`config.mk`:
```
export PLATFORM = sky130hd
export DESIGN_NAME = adc_level_fault_monitor_core
export DESIGN_NICKNAME = d
export VERILOG_FILES = /design/src/rtl/alfm_pkg.sv /design/src/rtl/alfm_step.sv /design/src/rtl/adc_level_fault_monitor_core.sv
export SDC_FILE = /design/constraint.sdc
export NUM_CORES = 1
export LEC_CHECK = 0
export BUFFER_PORTS_ARGS = -buffer_cell sky130_fd_sc_hd__buf_4
export CAP_MARGIN = 5
export CORE_MARGIN = 2
export CORE_UTILIZATION = 45
export DETAILED_ROUTE_END_ITERATION = 10
export SLEW_MARGIN = 15
export SYNTH_ARGS = -nofsm -noshare
export SYNTH_HDL_FRONTEND = slang
export SYNTH_SLANG_ARGS = --single-unit
export TNS_END_PERCENT = 30
```
`constraint.sdc`:
```
create_clock -name clk -period 5.1 [get_ports clk]
set_input_delay 0.255 -clock clk [delete_from_list [all_inputs] [get_ports clk]]
set_output_delay 0.255 -clock clk [all_outputs]
set_load 0.005 [all_outputs]
```
`src/rtl/alfm_pkg.sv`:
```
`timescale 1ns / 1ps

package alfm_pkg;

  localparam int STATUS_BITS    = 3;
  localparam int CFG_INDEX_BITS = 3;
  localparam int CFG_DATA_BITS  = 16;
  localparam int LIMIT_BITS     = 16;

  typedef enum logic [STATUS_BITS-1:0] {
    MODE_NORMAL    = 3'd0,
    MODE_OVER      = 3'd1,
    MODE_UNDER     = 3'd2,
    MODE_STUCK     = 3'd3,
    MODE_ACK_OVER  = 3'd4,
    MODE_ACK_UNDER = 3'd5,
    MODE_ACK_STUCK = 3'd6
  } mode_t;

  localparam logic OP_SAMPLE = 1'b0;
  localparam logic OP_ACK    = 1'b1;

  localparam logic [CFG_INDEX_BITS-1:0] REG_OVERLOAD  = 3'd0;
  localparam logic [CFG_INDEX_BITS-1:0] REG_UNDERLOAD = 3'd1;
  localparam logic [CFG_INDEX_BITS-1:0] REG_TOLERANCE = 3'd2;
  localparam logic [CFG_INDEX_BITS-1:0] REG_STUCK_LIM = 3'd3;

  localparam logic [LIMIT_BITS-1:0] STUCK_LIMIT_RESET = 16'd1000;

endpackage

```
`src/rtl/alfm_step.sv`:
```
`timescale 1ns / 1ps

module alfm_step #(
  parameter int SAMPLE_BITS = 10,
  parameter int COUNT_BITS  = 16
) (
  input  logic                         opcode,
  input  logic [SAMPLE_BITS-1:0]       sample,
  input  alfm_pkg::mode_t              mode,
  input  logic [COUNT_BITS-1:0]        stable_count,
  input  logic [SAMPLE_BITS-1:0]       reference_level,
  input  logic                         event_pending,
  input  logic [SAMPLE_BITS-1:0]       overload_level,
  input  logic [SAMPLE_BITS-1:0]       underload_level,
  input  logic [SAMPLE_BITS-1:0]       tolerance,
  input  logic [alfm_pkg::LIMIT_BITS-1:0] stuck_limit,
  output alfm_pkg::mode_t              mode_next,
  output logic [COUNT_BITS-1:0]        stable_count_next,
  output logic [SAMPLE_BITS-1:0]       reference_level_next,
  output logic                         event_pending_next
);
  import alfm_pkg::*;

  localparam int WIN_BITS = SAMPLE_BITS + 2;
  localparam int CMP_BITS = (COUNT_BITS > LIMIT_BITS) ? COUNT_BITS : LIMIT_BITS;

  logic signed [WIN_BITS-1:0] s_ext;
  logic signed [WIN_BITS-1:0] win_hi;
  logic signed [WIN_BITS-1:0] win_lo;
  logic                       in_win;
  logic [COUNT_BITS-1:0]      cnt_track;
  logic [SAMPLE_BITS-1:0]     ref_track;
  logic                       stuck_track;

  assign s_ext  = $signed({2'b00, sample});
  assign win_hi = $signed({2'b00, reference_level}) + $signed({2'b00, tolerance});
  assign win_lo = $signed({2'b00, reference_level}) - $signed({2'b00, tolerance});
  assign in_win = (s_ext <= win_hi) && (s_ext >= win_lo);

  always_comb begin
    if (in_win) begin
      cnt_track = (stable_count == '1) ? stable_count : stable_count + 1'b1;
      ref_track = reference_level;
    end else begin
      cnt_track = '0;
      ref_track = sample;
    end
  end

  assign stuck_track = CMP_BITS'(cnt_track) > CMP_BITS'(stuck_limit);

  always_comb begin
    mode_next            = mode;
    stable_count_next    = stable_count;
    reference_level_next = reference_level;
    event_pending_next   = event_pending;
    case (opcode)
      OP_SAMPLE: begin
        case (mode)
          MODE_NORMAL: begin
            stable_count_next    = cnt_track;
            reference_level_next = ref_track;
            if (sample > overload_level) begin
              mode_next          = MODE_OVER;
              event_pending_next = 1'b1;
            end
            if (sample < underload_level) begin
              mode_next          = MODE_UNDER;
              event_pending_next = 1'b1;
            end
            if (stuck_track) begin
              mode_next          = MODE_STUCK;
              event_pending_next = 1'b1;
            end
          end
          MODE_ACK_OVER: begin
            if (sample < overload_level) begin
              mode_next = MODE_NORMAL;
            end
          end
          MODE_ACK_UNDER: begin
            stable_count_next    = cnt_track;
            reference_level_next = ref_track;
            if (sample > underload_level) begin
              mode_next = MODE_NORMAL;
            end
            if (stuck_track) begin
              mode_next          = MODE_STUCK;
              event_pending_next = 1'b1;
            end
          end
          MODE_ACK_STUCK: begin
            if ((s_ext >= win_hi) || (s_ext <= win_lo)) begin
              mode_next            = MODE_NORMAL;
              stable_count_next    = '0;
              reference_level_next = sample;
            end
          end
          default: begin
          end
        endcase
      end
      OP_ACK: begin
        event_pending_next = 1'b0;
        case (mode)
          MODE_OVER: begin
            mode_next         = MODE_ACK_OVER;
            stable_count_next = '0;
          end
          MODE_UNDER: begin
            mode_next = MODE_ACK_UNDER;
          end
          MODE_STUCK: begin
            mode_next = MODE_ACK_STUCK;
          end
          default: begin
          end
        endcase
      end
      default: begin
      end
    endcase
  end

endmodule

```
`src/rtl/adc_level_fault_monitor_core.sv`:
```
`timescale 1ns / 1ps
// ADC level fault monitor.
// Input channel (in_valid/in_ready): one word per item, opcode 0 carries a new
// ADC code in sample, opcode 1 acknowledges the current fault.
// Output channel (out_valid/out_ready): one word per input word, giving the
// mode after the item (status), the pending event flag (event_res) and the
// most recent sample code (level).
// Configuration channel (cfg_valid/cfg_ready): cfg_index selects overload
// level (0), underload level (1), tolerance (2) or stuck limit (3); other
// indexes are ignored. Always ready; write only while the block is idle.
// Path from input acceptance to result valid: input register, then the state
// update and result register.
// Throughput: 1 word per cycle unless a result is held; mode, counter and
// reference update is a single compare-and-select pass from the input register.
// Reset: mode normal, counter, reference, event and last sample cleared,
// thresholds back to 1000, 20, 2 and 1000; both pipeline stages empty.
// Stall: a held result keeps the input register full; in_ready drops only
// when both stages hold a word.
module adc_level_fault_monitor_core #(
  parameter int SAMPLE_BITS = 10,
  parameter int COUNT_BITS  = 16
) (
  input  logic                                clk,
  input  logic                                rst,
  input  logic                                in_valid,
  output logic                                in_ready,
  input  logic                                opcode,
  input  logic [SAMPLE_BITS-1:0]              sample,
  output logic                                out_valid,
  input  logic                                out_ready,
  output logic [alfm_pkg::STATUS_BITS-1:0]    status,
  output logic                                event_res,
  output logic [SAMPLE_BITS-1:0]              level,
  input  logic                                cfg_valid,
  output logic                                cfg_ready,
  input  logic [alfm_pkg::CFG_INDEX_BITS-1:0] cfg_index,
  input  logic [alfm_pkg::CFG_DATA_BITS-1:0]  cfg_data
);
  import alfm_pkg::*;

  logic                   in_full;
  logic                   opcode_r;
  logic [SAMPLE_BITS-1:0] sample_r;
  logic                   step_go;
  logic                   out_free;

  logic [SAMPLE_BITS-1:0] overload_level;
  logic [SAMPLE_BITS-1:0] underload_level;
  logic [SAMPLE_BITS-1:0] tolerance;
  logic [LIMIT_BITS-1:0]  stuck_limit;

  mode_t                  mode;
  mode_t                  mode_next;
  logic [COUNT_BITS-1:0]  stable_count;
  logic [COUNT_BITS-1:0]  stable_count_next;
  logic [SAMPLE_BITS-1:0] reference_level;
  logic [SAMPLE_BITS-1:0] reference_level_next;
  logic                   event_pending;
  logic                   event_pending_next;
  logic [SAMPLE_BITS-1:0] last_sample;
  logic [SAMPLE_BITS-1:0] last_sample_next;

  assign out_free  = !out_valid || out_ready;
  assign step_go   = in_full && out_free;
  assign in_ready  = !in_full || out_free;
  assign cfg_ready = 1'b1;

  always_ff @(posedge clk) begin
    if (rst) begin
      overload_level  <= SAMPLE_BITS'(1000);
      underload_level <= SAMPLE_BITS'(20);
      tolerance       <= SAMPLE_BITS'(2);
      stuck_limit     <= STUCK_LIMIT_RESET;
    end else if (cfg_valid) begin
      case (cfg_index)
        REG_OVERLOAD:  overload_level  <= cfg_data[SAMPLE_BITS-1:0];
        REG_UNDERLOAD: underload_level <= cfg_data[SAMPLE_BITS-1:0];
        REG_TOLERANCE: tolerance       <= cfg_data[SAMPLE_BITS-1:0];
        REG_STUCK_LIM: stuck_limit     <= cfg_data[LIMIT_BITS-1:0];
        default: begin
        end
      endcase
    end
  end

  // input register
  always_ff @(posedge clk) begin
    if (rst) begin
      in_full <= 1'b0;
    end else if (in_valid && in_ready) begin
      in_full <= 1'b1;
    end else if (step_go) begin
      in_full <= 1'b0;
    end
  end

  always_ff @(posedge clk) begin
    if (in_valid && in_ready) begin
      opcode_r <= opcode;
      sample_r <= sample;
    end
  end

  alfm_step #(
    .SAMPLE_BITS (SAMPLE_BITS),
    .COUNT_BITS  (COUNT_BITS)
  ) u_step (
    .opcode               (opcode_r),
    .sample               (sample_r),
    .mode                 (mode),
    .stable_count         (stable_count),
    .reference_level      (reference_level),
    .event_pending        (event_pending),
    .overload_level       (overload_level),
    .underload_level      (underload_level),
    .tolerance            (tolerance),
    .stuck_limit          (stuck_limit),
    .mode_next            (mode_next),
    .stable_count_next    (stable_count_next),
    .reference_level_next (reference_level_next),
    .event_pending_next   (event_pending_next)
  );

  assign last_sample_next = (opcode_r == OP_SAMPLE) ? sample_r : last_sample;

  always_ff @(posedge clk) begin
    if (rst) begin
      mode            <= MODE_NORMAL;
      stable_count    <= '0;
      reference_level <= '0;
      event_pending   <= 1'b0;
      last_sample     <= '0;
    end else if (step_go) begin
      mode            <= mode_next;
      stable_count    <= stable_count_next;
      reference_level <= reference_level_next;
      event_pending   <= event_pending_next;
      last_sample     <= last_sample_next;
    end
  end

  // result register
  always_ff @(posedge clk) begin
    if (rst) begin
      out_valid <= 1'b0;
    end else if (step_go) begin
      out_valid <= 1'b1;
    end else if (out_ready) begin
      out_valid <= 1'b0;
    end
  end

  always_ff @(posedge clk) begin
    if (step_go) begin
      status    <= mode_next;
      event_res <= event_pending_next;
      level     <= last_sample_next;
    end
  end

endmodule
```
== After elaboration in Yosys (flattened, before gate mapping) ==
Cells that the tools add are included.

* Flip-flop bits (word level): 113
* Input bits: 35
* Output and inout bits: 17

* Add/subtract/negate cells: 3
* Order comparisons: 9
* Eq/ne operators: 15
* Mux-type cells: 30
* Bitwise logic cells: 1
* Reductions and logical operators: 20

{| class="wikitable"
|+ Operators by type and width
! operator !! count
|-
| 16-bit two-way mux || 4
|-
| 16-bit one-hot mux with 2 select lines || 2
|-
| 10-bit two-way mux || 3
|-
| 11-bit by 12-bit >= comparator with 1-bit output || 2
|-
| 11-bit by 12-bit less-or-equal comparator with 1-bit output || 2
|-
| 3-bit two-way mux || 7
|-
| 10-bit greater-than comparator || 2
|-
| 10-bit less-than comparator || 2
|-
| 10-bit one-hot mux with 2 select lines || 1
|-
| 16-bit by 1-bit adder with 16-bit output, second input constant || 1
|-
| 16-bit equality test, second input constant || 1
|-
| 16-bit greater-than comparator || 1
|-
| 3-bit by 2-bit equality test with 1-bit output, second input constant || 4
|-
| 3-bit one-hot mux with 4 select lines || 1
|-
| 10-bit by 10-bit adder with 11-bit output || 1
|-
| 10-bit by 10-bit subtractor with 11-bit output || 1
|-
| 3-bit equality test, second input constant || 3
|-
| 3-bit one-hot mux with 3 select lines || 1
|-
| 1-bit two-way mux || 8
|-
| 2-bit AND reduction || 4
|-
| 3-bit by 1-bit equality test with 1-bit output, second input constant || 2
|-
| 3-bit logical NOT || 2
|-
| 3-bit by 2-bit inequality test with 1-bit output, second input constant || 2
|-
| 3-bit one-hot mux with 2 select lines || 1
|-
| other kinds (11) || 20
|}

== Longest topological paths before layout ==
* Depth after elaboration: 8
* Depth in mapped cells: 28
* Gate-level depth less buffers: 26

== Hierarchy ==
A second synthesis with hierarchy kept.

* Cells, all modules: 888
* Area, all modules: 7434.6 sq um

{| class="wikitable"
|+ By module, submodules not included
! module !! instances !! cells an instance !! area each (sq um)
|-
| adc_level_fault_monitor_core || 1 || 416 || 4111.4
|-
| alfm_step || 1 || 472 || 3323.2
|}

== Least setup slack after synthesis ==
OpenSTA, ideal clock, no wires.

* Kind: reg-to-reg
* Start point: reg tolerance[1]
* End point: reg status[0] in the netlist's numbering (data pin)
* Arrival time: 5.323 ns
* Data required time: 4.821 ns
* Path slack: -0.502 ns
* Cell stages (with the launch flop): 27
* Path buffers: 2
* Clock period less this slack: 5.602 ns
* Cell sequence: dfxtp_1 inv_1 ha_1 nor2b_1 o21ai_1 a21oi_1 o21ai_1 a211oi_1 o21ai_0 or4b_1 o311a_1 ha_1 nand4_1 nor2_1 nand3_1 inv_1 o31ai_1 clkbuf_1 clkbuf_1 a21oi_1 ha_1 nand3_1 or4_1 o22ai_1 o31ai_1 a221oi_1 a311oi_1

* Cells in the longest elaborated chain, start to end: 8

{| class="wikitable"
|+ RTL lines
! what !! line !! source
|-
| from (decl) || adc_level_fault_monitor_core.sv:49 || <nowiki>logic [SAMPLE_BITS-1:0] tolerance;</nowiki>
|-
| from (signal assigned) || adc_level_fault_monitor_core.sv:78 || <nowiki>REG_TOLERANCE: tolerance <= cfg_data[SAMPLE_BITS-1:0];</nowiki>
|-
| 10-bit by 10-bit adder with 11-bit output or 10-bit by 10-bit subtractor with 11-bit output (tied branches) || alfm_step.sv:36, alfm_step.sv:37 ||
|-
| 11-bit by 12-bit less-or-equal comparator with 1-bit output or 11-bit by 12-bit >= comparator with 1-bit output (tied branches) || alfm_step.sv:38 || <nowiki>assign in_win = (s_ext <= win_hi) && (s_ext >= win_lo);</nowiki>
|-
| 1-bit logical AND || alfm_step.sv:38 ||
|-
| 16-bit two-way mux || alfm_step.sv:41 || <nowiki>if (in_win) begin</nowiki>
|-
| 16-bit greater-than comparator || alfm_step.sv:50 || <nowiki>assign stuck_track = CMP_BITS'(cnt_track) > CMP_BITS'(stuck_limit);</nowiki>
|-
| 3-bit two-way mux, on equally long branches || alfm_step.sv:87, alfm_step.sv:71 ||
|-
| 3-bit one-hot mux with 4 select lines * || alfm_step.sv:59 || <nowiki>case (mode)</nowiki>
|-
| 3-bit one-hot mux with 2 select lines * || alfm_step.sv:57 || <nowiki>case (opcode)</nowiki>
|-
| via mode_next[0] || adc_level_fault_monitor_core.sv:53 || <nowiki>mode_t mode_next;</nowiki>
|-
| to (signal assigned) || adc_level_fault_monitor_core.sv:155 || <nowiki>status <= mode_next;</nowiki>
|-
| to (decl) || adc_level_fault_monitor_core.sv:31 || <nowiki>output logic [alfm_pkg::STATUS_BITS-1:0] status,</nowiki>
|}

Mark *: on every way through the listed nets, which the timed path passes. The rest lies on a longest branch.
A chain may end at the register's enable or synchronous reset.

== Final worst setup path ==
* Start point: reg tolerance[1]
* End point: reg event_res (data pin)

* Cells in the longest elaborated chain, start to end: 8

{| class="wikitable"
|+ RTL lines
! what !! line !! source
|-
| 10-bit by 10-bit adder with 11-bit output or 10-bit by 10-bit subtractor with 11-bit output (tied branches) || alfm_step.sv:36, alfm_step.sv:37 ||
|-
| 11-bit by 12-bit less-or-equal comparator with 1-bit output or 11-bit by 12-bit >= comparator with 1-bit output (tied branches) || alfm_step.sv:38 ||
|-
| 1-bit logical AND * || alfm_step.sv:38 ||
|-
| 16-bit two-way mux * || alfm_step.sv:41 ||
|-
| 16-bit greater-than comparator * || alfm_step.sv:50 ||
|-
| 1-bit two-way mux, on equally long branches || alfm_step.sv:87, alfm_step.sv:71 ||
|-
| 1-bit one-hot mux with 2 select lines * || alfm_step.sv:59 ||
|-
| 1-bit one-hot mux with 2 select lines * || alfm_step.sv:57 ||
|-
| via event_pending_next || adc_level_fault_monitor_core.sv:59 || <nowiki>logic event_pending_next;</nowiki>
|-
| to (signal assigned) || adc_level_fault_monitor_core.sv:156 || <nowiki>event_res <= event_pending_next;</nowiki>
|-
| to (decl) || adc_level_fault_monitor_core.sv:32 || <nowiki>output logic event_res,</nowiki>
|}

Marks and branches as above.

==> flow_metrics.env <==
export IMPL_min_path_type="in2reg"
export IMPL_synthesis_area_sq_mm=0.007099
export IMPL_met2_usage=0.3840
export IMPL_die_area_sq_mm=0.01680
export IMPL_slew_headroom=0.2486
export IMPL_use_met1=0.3300
export IMPL_gr_usage_all_layers=0.2413
export IMPL_cts_buffers=17
export IMPL_viasPerCell=5.537
export IMPL_synth_nets=968
export IMPL_ir_drop_mv=0.2559
export IMPL_nNetsFinal=1063
export IMPL_grt_overflow=0
export IMPL_grt_pass1_vias=6201
export IMPL_cts_tree="yes"
export IMPL_drc=0
export IMPL_layout_setup_ws_ns=-0.1913
export IMPL_grt_pass1_wl_mm=31.18
export IMPL_p_per_area_mw_per_mm2=287.2
export IMPL_fmaxAchievable_ghz=0.1890
export IMPL_place_gp_congestion=0.9120
export IMPL_synth_enable_flop_cells=25
export IMPL_postSynthCellCount=854
export IMPL_register_area_sq_mm=0.002516
export IMPL_antenna_found_initial=0
export IMPL_die_w_um=129.6
export IMPL_start_util=0.4636
export IMPL_cts_root_buf="clkbuf_16"
export IMPL_drive_gt1_frac=0.2448
export IMPL_fp_coreArea_sq_mm=0.01531
export IMPL_outcome="finished, violations left"
export IMPL_fin_setup_tns_ns=-0.8846
export IMPL_clk_latency_ns=0.42
export IMPL_drt_total_wl_mm=19.87
export IMPL_rsz0062_at_grt="yes"
export IMPL_yosys_warnings=0
export IMPL_power_mw=2.649
export IMPL_setup_viol=7
export IMPL_areaGrowthSynthToFinish_pct=29.93
export IMPL_grt_use_met3=0.04500
export IMPL_dp_cells=1119
export IMPL_cts_sinks=113
export IMPL_cts_buffer_depth=2
export IMPL_critPathSlowestCell="or4_4"
export IMPL_endpoint_kind="flop"
export IMPL_critical_path_class="reg2reg"
export IMPL_tightestPinTransition_ns=1.121
export IMPL_max_stage_delay_ns=0.52
export IMPL_min_period_ns=5.291
export IMPL_yosysSeqAreaShare=0.3539
export IMPL_period_share=1.038
export IMPL_arrival_ns=5.58
export IMPL_diodes=0
export IMPL_synthFlopType="dfxtp_1"
export IMPL_critPathLaunchType="flop"
export IMPL_dpl_cell_area_sq_mm=0.007964
export IMPL_place_ws_ns=-0.3611
export IMPL_worst_path_max_fanout=5
export IMPL_final_cell_area_sq_mm=0.009224
export IMPL_synth_cell_types=68
export IMPL_rows=45
export IMPL_p_leak_nw=3.730
export IMPL_grt_start_max_net_pins=59
export IMPL_htreeDepth=4
export IMPL_fin_cells=1171
export IMPL_drv_cap=0
export IMPL_drt_iter0_drc=345
export IMPL_synth_seq_cells=113
export IMPL_async_flop_share=0
export IMPL_vias=6484
export IMPL_dp_hpwl_mm=14.16
export IMPL_violations="setup timing"
export IMPL_clk_pin_slew_ns=0.05
export IMPL_grt_busiest_layer="met2"
export IMPL_ant_nets=0
export IMPL_io_buffers=50
export IMPL_final_common_cell="nand2_1"
export IMPL_firstDrtPassIters=5
export IMPL_ios=52
export IMPL_crit_required_ns=5.39
export IMPL_fill_cells=1384
export IMPL_final_cell_mix="nand2_1, buf_4, dfxtp_1, ha_1, inv_1"
export IMPL_hold_viol_final=0
export IMPL_multi_input_area_sq_mm=0.004678
export IMPL_syn_area_per_cell_sq_um=8.313
export IMPL_die_h_um=129.6
export IMPL_post_drt_wl_per_cell_um=16.97
export IMPL_skew_ns=0.01186
export IMPL_slew_viol_final=0
export IMPL_cp_common_cell="a21oi_2"
per-stage QoR:
| step | hold slack, ns | utilization |
|---|---|---|
| after CTS | 0.0002211 | 0.5783 |
| after detailed placement | 0.4343 | 0.5200 |
| after global placement | 0.4337 | 0.5200 |
| final | 0.009124 | 0.6023 |
| after global routing | 0.0001389 | 0.6023 |
| after floorplan | 0.3539 | - |
worst max-delay path: cells and delay by family, from the launching register on:
family,cells,cell delay (ns)
buffers and inverters,3,0.38
AND/OR/NAND/NOR,6,1.47
flip-flops,1,0.33
adder cells (fa/ha/maj),3,0.75
AO/OA/AOI/OAI,14,2.23
power breakdown:
| part | internal, mW | switching [mW] |
|---|---|---|
| Clock | 0.757 | 0.411 |
| Sequential | 0.949 | 0.0282 |
| Combinational | 0.232 | 0.272 |
repair_timing:
action,in CTS,in global routing
setup endpoints to repair,8,34
setup buffers,11,4
resized for setup,32,66
cloned,1,0
pin swaps,13,24
hold buffers,5,1
hold endpoints to repair,5,1
cells by family (layout without fill, tap and decap cells):
| group | Yosys count | in the layout | share of synthesized area |
|---|---|---|---|
| mux | 23 | 23 | 0.03401 |
| fa+ha+maj | 79 | 79 | 0.1413 |
| compound gates | 191 | 191 | 0.1750 |
| xor+xnor | 22 | 22 | 0.02714 |
| simple gates | 318 | 318 | 0.2085 |
| buf+inv | 107 | 213 | 0.05957 |
| other cells | 1 | 1 | 0.0005282 |
| flops | 113 | 113 | 0.3539 |
cell type report:
class,instances,area share
inverters,67,0.02727
clock buffers,22,0.05602
repair buffers,116,0.1002
clock inverters,8,0.007868
multi-input cells,634,0.5072
flip-flops and latches,113,0.2728
well taps,211,0.02862
final timing paths:
path / from / endpoint / slack [ns] / cells past startpoint
hold / removal: sample[9] / sample_r[9]$_DFFE_PP_ / 0.009 / 1
hold reg to reg: last_sample[4]$_SDFFE_PP0P_ / last_sample[4]$_SDFFE_PP0P_ / 0.45 / 2
setup / recovery: tolerance[1]$_SDFFE_PP1P_ / event_res$_DFFE_PP_ / -0.19 / 26
setup reg to reg: tolerance[1]$_SDFFE_PP1P_ / event_res$_DFFE_PP_ / -0.19 / 26
layer usage:
metal | up-vias | wire (um)
met5 | - | 0
met3 | 20 | 783
met2 | 138 | 9359
li1 | 3198 | -
met4 | 0 | 268
met1 | 3128 | 9461
cell usage after synthesis (9+ instances only):
cell type / count / area [sq um]
nor2b_1: 12 / 75.07
edfxtp_1: 25 / 750.7
nand2b_1: 10 / 62.56
mux2i_1: 14 / 140.1
inv_1: 67 / 251.5
clkbuf_1: 30 / 112.6
xor2_1: 9 / 78.83
nand3_1: 22 / 110.1
o211ai_1: 19 / 142.6
xnor2_1: 13 / 113.9
a21oi_1: 77 / 385.4
ha_1: 77 / 963.4
nand4_1: 16 / 100.1
mux2_2: 9 / 101.4
nor3_1: 18 / 90.09
nor2_1: 51 / 191.4
a21o_1: 10 / 75.07
o21ai_0: 18 / 90.09
nand2_1: 149 / 559.3
dfxtp_1: 88 / 1762
flip-flops by register name, indices dropped and copies added, names as in the netlist, 3 cells and up:
| name | flops |
|---|---|
| status | 3 |
| last_sample | 10 |
| underload_level | 10 |
| reference_level | 10 |
| stuck_limit | 16 |
| stable_count | 16 |
| sample_r | 10 |
| overload_level | 10 |
| level | 10 |
| mode | 3 |
| tolerance | 10 |
No activity file was read; power rests on OpenSTA's default activity.
